**src/sv/smh_pkg.sv**
```systemverilog
// ----------------------------------------------------------------------------
// SHA-256 message hasher package
// Round constants, initial hash values, round functions and datapath control.
// ----------------------------------------------------------------------------
package smh_pkg;

  localparam int unsigned HashDepth = 8;
  localparam int unsigned HashAw    = 3;
  localparam int unsigned WordW     = 32;
  localparam int unsigned WinW      = 512;
  localparam int unsigned BlkCntW   = 55;

  localparam logic [7:0] PadByte  = 8'h80;
  localparam logic [5:0] LenStart = 6'd56;
  localparam logic [5:0] LastByte = 6'd63;

  localparam logic [31:0] RoundK [64] = '{
    32'h428a2f98, 32'h71374491, 32'hb5c0fbcf, 32'he9b5dba5,
    32'h3956c25b, 32'h59f111f1, 32'h923f82a4, 32'hab1c5ed5,
    32'hd807aa98, 32'h12835b01, 32'h243185be, 32'h550c7dc3,
    32'h72be5d74, 32'h80deb1fe, 32'h9bdc06a7, 32'hc19bf174,
    32'he49b69c1, 32'hefbe4786, 32'h0fc19dc6, 32'h240ca1cc,
    32'h2de92c6f, 32'h4a7484aa, 32'h5cb0a9dc, 32'h76f988da,
    32'h983e5152, 32'ha831c66d, 32'hb00327c8, 32'hbf597fc7,
    32'hc6e00bf3, 32'hd5a79147, 32'h06ca6351, 32'h14292967,
    32'h27b70a85, 32'h2e1b2138, 32'h4d2c6dfc, 32'h53380d13,
    32'h650a7354, 32'h766a0abb, 32'h81c2c92e, 32'h92722c85,
    32'ha2bfe8a1, 32'ha81a664b, 32'hc24b8b70, 32'hc76c51a3,
    32'hd192e819, 32'hd6990624, 32'hf40e3585, 32'h106aa070,
    32'h19a4c116, 32'h1e376c08, 32'h2748774c, 32'h34b0bcb5,
    32'h391c0cb3, 32'h4ed8aa4a, 32'h5b9cca4f, 32'h682e6ff3,
    32'h748f82ee, 32'h78a5636f, 32'h84c87814, 32'h8cc70208,
    32'h90befffa, 32'ha4506ceb, 32'hbef9a3f7, 32'hc67178f2
  };

  localparam logic [31:0] HashIv [HashDepth] = '{
    32'h6a09e667, 32'hbb67ae85, 32'h3c6ef372, 32'ha54ff53a,
    32'h510e527f, 32'h9b05688c, 32'h1f83d9ab, 32'h5be0cd19
  };

  typedef struct packed {
    logic       push;
    logic       load;
    logic       rotate;
    logic       round;
    logic [5:0] rnd;
  } smh_dp_ctl_t;

  function automatic logic [31:0] bsig0(input logic [31:0] x);
    return {x[1:0], x[31:2]} ^ {x[12:0], x[31:13]} ^ {x[21:0], x[31:22]};
  endfunction

  function automatic logic [31:0] bsig1(input logic [31:0] x);
    return {x[5:0], x[31:6]} ^ {x[10:0], x[31:11]} ^ {x[24:0], x[31:25]};
  endfunction

  function automatic logic [31:0] ssig0(input logic [31:0] x);
    return {x[6:0], x[31:7]} ^ {x[17:0], x[31:18]} ^ {3'b000, x[31:3]};
  endfunction

  function automatic logic [31:0] ssig1(input logic [31:0] x);
    return {x[16:0], x[31:17]} ^ {x[18:0], x[31:19]} ^ {10'd0, x[31:10]};
  endfunction

  function automatic logic [31:0] choose(input logic [31:0] e, input logic [31:0] f,
                                         input logic [31:0] g);
    return (e & f) ^ (~e & g);
  endfunction

  function automatic logic [31:0] majority(input logic [31:0] a, input logic [31:0] b,
                                           input logic [31:0] c);
    return (a & b) ^ (a & c) ^ (b & c);
  endfunction

endpackage

```
**src/sv/sha256_message_hasher.sv**
```systemverilog
// ----------------------------------------------------------------------------
// SHA-256 message hasher
// Byte-wide message in, eight 32-bit digest words out per message.
//
//   channel | handshake                   | payload
//   in      | in_valid_i / in_ready_o     | msg_byte_i, has_byte_i, is_last_i
//   out     | out_valid_o / out_ready_i   | digest_word_o, word_index_o, last_word_o
//
// Byte items are taken back to back; the 64th byte of a block starts a
// compression (8 hash RAM reads, 64 rounds, 8 read-modify-writes of the RAM).
// A last item adds one padding byte a cycle plus one or two compressions,
// then the digest words are read out in turn through the hash RAM read port.
// Reset loads the initial hash through per-entry valid bits; no clear pass.
// A stalled output holds its word; input is taken again once digest reads end.
// ----------------------------------------------------------------------------
module sha256_message_hasher (
  input  logic        clk_i,
  input  logic        rst_ni,
  input  logic        in_valid_i,
  output logic        in_ready_o,
  input  logic [7:0]  msg_byte_i,
  input  logic        has_byte_i,
  input  logic        is_last_i,
  output logic        out_valid_o,
  input  logic        out_ready_i,
  output logic [31:0] digest_word_o,
  output logic [2:0]  word_index_o,
  output logic        last_word_o
);
  import smh_pkg::*;

  typedef enum logic [5:0] {
    StIdle   = 6'b000001,
    StLoad   = 6'b000010,
    StRound  = 6'b000100,
    StUpdate = 6'b001000,
    StPad    = 6'b010000,
    StOut    = 6'b100000
  } state_e;

  state_e              state_q, state_d;
  logic [3:0]          cnt_q, cnt_d;
  logic [5:0]          rnd_q, rnd_d;
  logic [5:0]          count_q, count_d;
  logic [BlkCntW-1:0]  blk_q, blk_d;
  logic [63:0]         len_q, len_d;
  logic                pad_act_q, pad_act_d;
  logic                pad_first_q, pad_first_d;
  logic                len_ph_q, len_ph_d;
  logic                pend_last_q, pend_last_d;
  logic [HashDepth-1:0] hvld_q, hvld_d;
  logic [HashAw-1:0]   rd_idx_q;
  logic                rd_iv_q;
  logic                ld_rd_q, up_rd_q, out_rd_q;
  logic                out_valid_q;
  logic [31:0]         out_word_q;
  logic [2:0]          out_idx_q;
  logic                out_last_q;

  logic                in_fire, rd_issue;
  logic [7:0]          push_byte;
  logic [31:0]         ram_rdata, hash_rd, rv_head;
  smh_dp_ctl_t         ctl;

  assign in_ready_o = (state_q == StIdle);
  assign in_fire    = in_valid_i && in_ready_o;
  assign hash_rd    = rd_iv_q ? HashIv[rd_idx_q] : ram_rdata;

  always_comb begin
    state_d     = state_q;
    cnt_d       = cnt_q;
    rnd_d       = rnd_q;
    count_d     = count_q;
    blk_d       = blk_q;
    len_d       = len_q;
    pad_act_d   = pad_act_q;
    pad_first_d = pad_first_q;
    len_ph_d    = len_ph_q;
    pend_last_d = pend_last_q;
    hvld_d      = hvld_q;
    rd_issue    = 1'b0;
    push_byte   = msg_byte_i;
    ctl         = '0;
    ctl.rnd     = rnd_q;
    ctl.load    = ld_rd_q;
    ctl.rotate  = up_rd_q;

    if (up_rd_q) begin
      hvld_d[rd_idx_q] = 1'b1;
    end

    case (state_q)
      StIdle: begin
        if (in_fire) begin
          if (has_byte_i) begin
            ctl.push = 1'b1;
            count_d  = count_q + 6'd1;
          end
          if (has_byte_i && count_q == LastByte) begin
            blk_d       = blk_q + BlkCntW'(1);
            pend_last_d = is_last_i;
            state_d     = StLoad;
            cnt_d       = '0;
          end else if (is_last_i) begin
            state_d     = StPad;
            pad_act_d   = 1'b1;
            pad_first_d = 1'b1;
            len_ph_d    = 1'b0;
            len_d       = {blk_d, count_d, 3'b000};
          end
        end
      end
      StPad: begin
        ctl.push = 1'b1;
        count_d  = count_q + 6'd1;
        if (pad_first_q) begin
          push_byte   = PadByte;
          pad_first_d = 1'b0;
        end else if (len_ph_q || count_q == LenStart) begin
          push_byte = len_q[63:56];
          len_d     = {len_q[55:0], 8'h00};
          len_ph_d  = 1'b1;
        end else begin
          push_byte = 8'h00;
        end
        if (count_q == LastByte) begin
          state_d = StLoad;
          cnt_d   = '0;
        end
      end
      StLoad: begin
        if (!cnt_q[3]) begin
          rd_issue = 1'b1;
          cnt_d    = cnt_q + 4'd1;
        end else if (ld_rd_q) begin
          state_d = StRound;
          rnd_d   = '0;
        end
      end
      StRound: begin
        ctl.round = 1'b1;
        rnd_d     = rnd_q + 6'd1;
        if (rnd_q == LastByte) begin
          state_d = StUpdate;
          cnt_d   = '0;
        end
      end
      StUpdate: begin
        if (!cnt_q[3]) begin
          rd_issue = 1'b1;
          cnt_d    = cnt_q + 4'd1;
        end else if (up_rd_q) begin
          cnt_d = '0;
          if (pad_act_q && len_ph_q) begin
            state_d = StOut;
          end else if (pad_act_q) begin
            state_d = StPad;
          end else if (pend_last_q) begin
            state_d     = StPad;
            pend_last_d = 1'b0;
            pad_act_d   = 1'b1;
            pad_first_d = 1'b1;
            len_ph_d    = 1'b0;
            len_d       = {blk_q, count_q, 3'b000};
          end else begin
            state_d = StIdle;
          end
        end
      end
      StOut: begin
        if (!cnt_q[3]) begin
          if (!out_rd_q && (!out_valid_q || out_ready_i)) begin
            rd_issue = 1'b1;
            cnt_d    = cnt_q + 4'd1;
          end
        end else begin
          state_d   = StIdle;
          hvld_d    = '0;
          blk_d     = '0;
          count_d   = '0;
          pad_act_d = 1'b0;
          len_ph_d  = 1'b0;
        end
      end
      default: state_d = StIdle;
    endcase
  end

  always_ff @(posedge clk_i or negedge rst_ni) begin
    if (!rst_ni) begin
      state_q     <= StIdle;
      cnt_q       <= '0;
      rnd_q       <= '0;
      count_q     <= '0;
      blk_q       <= '0;
      pad_act_q   <= 1'b0;
      pad_first_q <= 1'b0;
      len_ph_q    <= 1'b0;
      pend_last_q <= 1'b0;
      hvld_q      <= '0;
      ld_rd_q     <= 1'b0;
      up_rd_q     <= 1'b0;
      out_rd_q    <= 1'b0;
      out_valid_q <= 1'b0;
    end else begin
      state_q     <= state_d;
      cnt_q       <= cnt_d;
      rnd_q       <= rnd_d;
      count_q     <= count_d;
      blk_q       <= blk_d;
      pad_act_q   <= pad_act_d;
      pad_first_q <= pad_first_d;
      len_ph_q    <= len_ph_d;
      pend_last_q <= pend_last_d;
      hvld_q      <= hvld_d;
      ld_rd_q     <= rd_issue && (state_q == StLoad);
      up_rd_q     <= rd_issue && (state_q == StUpdate);
      out_rd_q    <= rd_issue && (state_q == StOut);
      if (out_rd_q) begin
        out_valid_q <= 1'b1;
      end else if (out_ready_i) begin
        out_valid_q <= 1'b0;
      end
    end
  end

  always_ff @(posedge clk_i) begin
    len_q <= len_d;
    if (rd_issue) begin
      rd_idx_q <= cnt_q[2:0];
      rd_iv_q  <= !hvld_q[cnt_q[2:0]];
    end
    if (out_rd_q) begin
      out_word_q <= hash_rd;
      out_idx_q  <= rd_idx_q;
      out_last_q <= (rd_idx_q == 3'd7);
    end
  end

  smh_ram #(
    .Width(WordW),
    .Depth(HashDepth)
  ) u_hash_ram (
    .clk_i  (clk_i),
    .we_i   (up_rd_q),
    .waddr_i(rd_idx_q),
    .wdata_i(hash_rd + rv_head),
    .re_i   (rd_issue),
    .raddr_i(cnt_q[2:0]),
    .rdata_o(ram_rdata)
  );

  smh_dp u_dp (
    .clk_i      (clk_i),
    .ctl_i      (ctl),
    .byte_i     (push_byte),
    .load_word_i(hash_rd),
    .rv_head_o  (rv_head)
  );

  assign out_valid_o   = out_valid_q;
  assign digest_word_o = out_word_q;
  assign word_index_o  = out_idx_q;
  assign last_word_o   = out_last_q;

endmodule

```
**src/sv/smh_ram.sv**
```systemverilog
// ----------------------------------------------------------------------------
// SHA-256 message hasher RAM
// Generic one-write, one-read synchronous RAM with registered read data.
// ----------------------------------------------------------------------------
module smh_ram #(
  parameter int unsigned Width = 32,
  parameter int unsigned Depth = 8
) (
  input  logic                     clk_i,
  input  logic                     we_i,
  input  logic [$clog2(Depth)-1:0] waddr_i,
  input  logic [Width-1:0]         wdata_i,
  input  logic                     re_i,
  input  logic [$clog2(Depth)-1:0] raddr_i,
  output logic [Width-1:0]         rdata_o
);

  logic [Width-1:0] mem_q [Depth];
  logic [Width-1:0] rdata_q;

  always_ff @(posedge clk_i) begin
    if (we_i) begin
      mem_q[waddr_i] <= wdata_i;
    end
    if (re_i) begin
      rdata_q <= mem_q[raddr_i];
    end
  end

  assign rdata_o = rdata_q;

endmodule

```
**src/sv/smh_dp.sv**
```systemverilog
// ----------------------------------------------------------------------------
// SHA-256 message hasher datapath
// Message schedule window and working variables with one round per cycle.
// ----------------------------------------------------------------------------
module smh_dp (
  input  logic                clk_i,
  input  smh_pkg::smh_dp_ctl_t ctl_i,
  input  logic [7:0]          byte_i,
  input  logic [31:0]         load_word_i,
  output logic [31:0]         rv_head_o
);
  import smh_pkg::*;

  logic [WinW-1:0]          win_q, win_d;
  logic [7:0][WordW-1:0]    rv_q, rv_d;
  logic [WordW-1:0]         w_cur, w_new, t1, t2, tail;

  // word 0 of the window is W[t], word 15 is W[t+15]
  assign w_cur = win_q[WinW-1 -: WordW];
  assign w_new = ssig1(win_q[WinW-1-14*WordW -: WordW]) + win_q[WinW-1-9*WordW -: WordW]
               + ssig0(win_q[WinW-1-WordW -: WordW]) + w_cur;

  assign t1 = rv_q[7] + bsig1(rv_q[4]) + choose(rv_q[4], rv_q[5], rv_q[6])
            + RoundK[ctl_i.rnd] + w_cur;
  assign t2 = bsig0(rv_q[0]) + majority(rv_q[0], rv_q[1], rv_q[2]);

  assign tail = ctl_i.load ? load_word_i : rv_q[0];

  always_comb begin
    win_d = win_q;
    rv_d  = rv_q;
    if (ctl_i.push) begin
      win_d = {win_q[WinW-9:0], byte_i};
    end else if (ctl_i.round) begin
      win_d = {win_q[WinW-WordW-1:0], w_new};
    end
    if (ctl_i.load || ctl_i.rotate) begin
      for (int i = 0; i < 7; i++) begin
        rv_d[i] = rv_q[i+1];
      end
      rv_d[7] = tail;
    end else if (ctl_i.round) begin
      rv_d[7] = rv_q[6];
      rv_d[6] = rv_q[5];
      rv_d[5] = rv_q[4];
      rv_d[4] = rv_q[3] + t1;
      rv_d[3] = rv_q[2];
      rv_d[2] = rv_q[1];
      rv_d[1] = rv_q[0];
      rv_d[0] = t1 + t2;
    end
  end

  always_ff @(posedge clk_i) begin
    win_q <= win_d;
    rv_q  <= rv_d;
  end

  assign rv_head_o = rv_q[0];

endmodule

```
**config.mk**
```make
export PLATFORM = sky130hd
export DESIGN_NAME = sha256_message_hasher
export DESIGN_NICKNAME = d
export VERILOG_FILES = /design/src/sv/smh_pkg.sv /design/src/sv/sha256_message_hasher.sv /design/src/sv/smh_ram.sv /design/src/sv/smh_dp.sv
export SDC_FILE = /design/constraint.sdc
export NUM_CORES = 2
export LEC_CHECK = 0
export BUFFER_PORTS_ARGS = -buffer_cell sky130_fd_sc_hd__buf_4
export CORE_AREA = 2 2 382 384
export DETAILED_ROUTE_END_ITERATION = 12
export DIE_AREA = 0 0 384 386
export PLACE_DENSITY = 0.65
export REMOVE_ABC_BUFFERS = 1
export SKIP_LAST_GASP = 1
export SLEW_MARGIN = 25
export SYNTH_ARGS = -nofsm -noshare
export SYNTH_HDL_FRONTEND = slang
export SYNTH_SLANG_ARGS = --single-unit
```
**constraint.sdc**
```tcl
create_clock -name clk_i -period 13.08 [get_ports clk_i]
set_clock_uncertainty 0.15 [all_clocks]
set_input_delay 1.962 -clock clk_i [delete_from_list [all_inputs] [get_ports clk_i]]
set_output_delay 1.962 -clock clk_i [all_outputs]
set_load 0.01 [all_outputs]
```
==> reports/metrics.cfg <==
[place]
globalplace.congestion=0.940
port_buffers=51
hpwl_um=134000

[grt]
grt_use_met1_pct=34.8
grt_max_degree=228
gr-usage-all-layers_pct=25.9
grt-ovfl-total=0
met3_usage_pct=3.81
grt_busiest_layer=met2
grt_pass1_vias=48300
grt_pass1_wl_um=293000
antenna_found_initial=1
gr-usage-met2_pct=42.7

[logic_synthesis]
synth_edf_count=1157
synth_seq_cells=1250
ys_async_sr_fraction_pct=7.44
yosysSeqAreaShare_pct=52.9
avgSynthCellArea_um2=10.3
synthCells=6840
netlist-cell-type-count=91
synthFlopType=edfxtp_1
synth_warnings=0
syn-cell-area_um2=70100

[hold_path]
min_path_type=reg2reg
holdPathEnd=hvld_q[7]
hold_depth=2
worstHoldStart=hvld_q[7]

[clock_network]
clk_pin_slew_ns=0.07
clockBufferDepth=3
worstSkewPairLatency_ns=0.78
cts_resized=0
post-cts-setup-buffer-count=0
cts-root-buf=clkbuf_16
cts_buffers=139
ctsHoldBuffers=0
cts_tree=yes
cts_sinks=1250
cts_max_level=4

[run]
drv_cap=0

[timing]
grt_setup_unrepaired=no
finalSetupViolations=0
finalHoldViolCount=0
tightest_slew_ns=1.05
setup_tns_ns=0
relSlewSlack_pct=29.7
finalCritPeriodShare_pct=80.7
fmax_mhz=94.8
fin_worst_hold_slack_ns=0.346
drv_slew=0
min_period_ns=10.55

[floorplanning]
rows=140
die_w_um=384
die_h_um=386
initial_core_util_pct=48.5
die_area_um2=148000
io_pins=52
coreArea_um2=145000

[route]
routed_wl_um=193000
drtAntennaViolNets=0
vias_per_cell=5.67
drt-wirelength-per-cell_um=22.1
firstDrtPassIters=6
drcViolationCount=0
drt_iter0_drc=5061
dr_total_vias=49400

[critical_path]
crit_path_max_incr_delay_ns=0.77
r2r-end=u_dp.rv_head_o[28]
worstPathArrival_ns=10.91
r2r_setup_slack_ns=2.53
worstPathMaxFanout=16
r2r_start=rnd_q[0]
required_ns=13.44
rr_worst_depth=36
endpoint_kind=flop
cp_slowest_cell=dfrtp_1
startpoint_type=flop
worstSetupPathType=reg2reg
cpMostUsedCell=fa_1

[layout]
area_delta_synth_final_pct=9.24
drive_gt1_share_pct=7.24
diodes=0
layout.nets=7070

[run_status]
status=finished clean

## cell usage in the layout (no fill, tap or decap), types with 27 or more instances in the layout
| cell | n |
|---|---|
| dfrtp_1 | 84 |
| nor2_1 | 251 |
| edfxtp_1 | 1157 |
| xor2_1 | 154 |
| ha_1 | 183 |
| nand3_1 | 91 |
| o211ai_1 | 30 |
| mux4_2 | 72 |
| nand2_1 | 2319 |
| buf_4 | 117 |
| xnor2_1 | 273 |
| clkinv_1 | 27 |
| fa_1 | 188 |
| a31oi_1 | 38 |
| a211oi_1 | 39 |
| a21oi_1 | 225 |
| mux2i_1 | 65 |
| and3_1 | 31 |
| mux2_2 | 45 |
| inv_1 | 318 |
| nor3_1 | 52 |
| clkbuf_1 | 32 |
| clkbuf_16 | 140 |
| o21ai_0 | 306 |
| a21o_1 | 105 |
## flip-flops by register name, summed over array words and instances, names as in the netlist, 3 cells and up
register            cells
blk_q                  55
cnt_q                   4
count_q                 6
digest_word_o          32
hvld_q                  8
len_q                  61
rd_idx_q                3
rnd_q                   6
state_q                 6
u_dp.rv_head_o         32
u_dp.rv_q             224
u_dp.win_q            512
u_hash_ram.mem_q      256
u_hash_ram.rdata_o     32
word_index_o            3
## stage by stage
step	utilization (%)	cells	setup slack (ns)	area [um^2]
6_report	53.0	8711	2.53	76600
3_5_place_dp	49.9	8461	2.77	72100
2_1_floorplan	-	6422	-56.89	68500
3_3_place_gp	49.9	8461	2.84	72100
5_1_grt	53.0	8711	2.05	76600
4_1_cts	53.0	8711	2.70	76600
## worst max-delay path, delay by kind of cell, from the launching register on
| family | cells | cell delay (ns) |
|---|---|---|
| AO/OA/AOI/OAI | 13 | 3.02 |
| buffers and inverters | 6 | 0.96 |
| flip-flops | 1 | 0.77 |
| XOR/XNOR | 2 | 0.38 |
| AND/OR/NAND/NOR | 7 | 1.55 |
| adder cells (fa/ha/maj) | 8 | 3.40 |
## cell families after synthesis
logic type	synth area share, %
adder cells (fa/ha/maj)	8.66
XOR/XNOR	5.40
buffers and inverters	3.99
flip-flops	52.9
multiplexers	3.96
AO/OA/AOI/OAI	8.33
AND/OR/NAND/NOR	16.8
## final cells by class
type	count	area, um^2
Sequential cell	1250	37100
Inverter	321	1200
Clock buffer	173	3640
Tap cell	1917	2400
Timing Repair Buffer	122	970
Fill cell	12700	67900
Multi-Input combinational cell	4851	30400
Clock inverter	77	902
## synth_stat cells, drive strengths merged (12+ instances only)
master	instances	area (um^2)
a21o	105	788
mux4	72	1620
and3	31	194
o211ai	30	225
nand3	91	455
inv	319	1200
clkbuf	381	1430
a311oi	17	149
xnor2	273	2390
ha	183	2290
fa	188	3760
xor2	154	1350
dfrtp	92	2300
nand2	2322	8720
buf	37	161
nand4	24	165
and2	19	121
mux2i	65	651
a21oi	226	1130
a211oi	39	293
edfxtp	1157	34700
or3	21	131
o21bai	23	173
a221oi	15	131
o21a	22	165
a31oi	40	250
nand2b	20	133
nor2	262	1010
or2	12	75.1
o31ai	21	158
nor2b	23	144
mux2	45	507
o21ai	327	1640
nor3	54	275
## per-layer routing
| layer | routed length, um | vias to the layer above |
|---|---|---|
| met5 | 13 | - |
| met4 | 7640 | 2 |
| met3 | 11600 | 355 |
| met2 | 91700 | 1717 |
| met1 | 81600 | 24300 |
| li1 | - | 23000 |
## how the worst max path moves through the flow
| stage | startpoint | endpoint | slack (ns) | cells past startpoint |
|---|---|---|---|---|
| detailed placement | rnd_q[0] | u_dp.rv_head_o[28] | 2.77 | 37 |
| finish | rnd_q[0] | u_dp.rv_head_o[28] | 2.53 | 36 |
| global route | rnd_q[0] | u_dp.rv_head_o[28] | 2.05 | 37 |
| global placement | rnd_q[0] | u_dp.rv_head_o[28] | 2.84 | 37 |
| CTS | rnd_q[0] | u_dp.rv_head_o[28] | 2.70 | 37 |
| floorplan | in_valid_i | u_dp.win_q[0] | -56.89 | 2 |
Power is left out: the tool's default activity adds up to more than one toggle a clock period on the data nets, which glitch-free logic cannot reach.
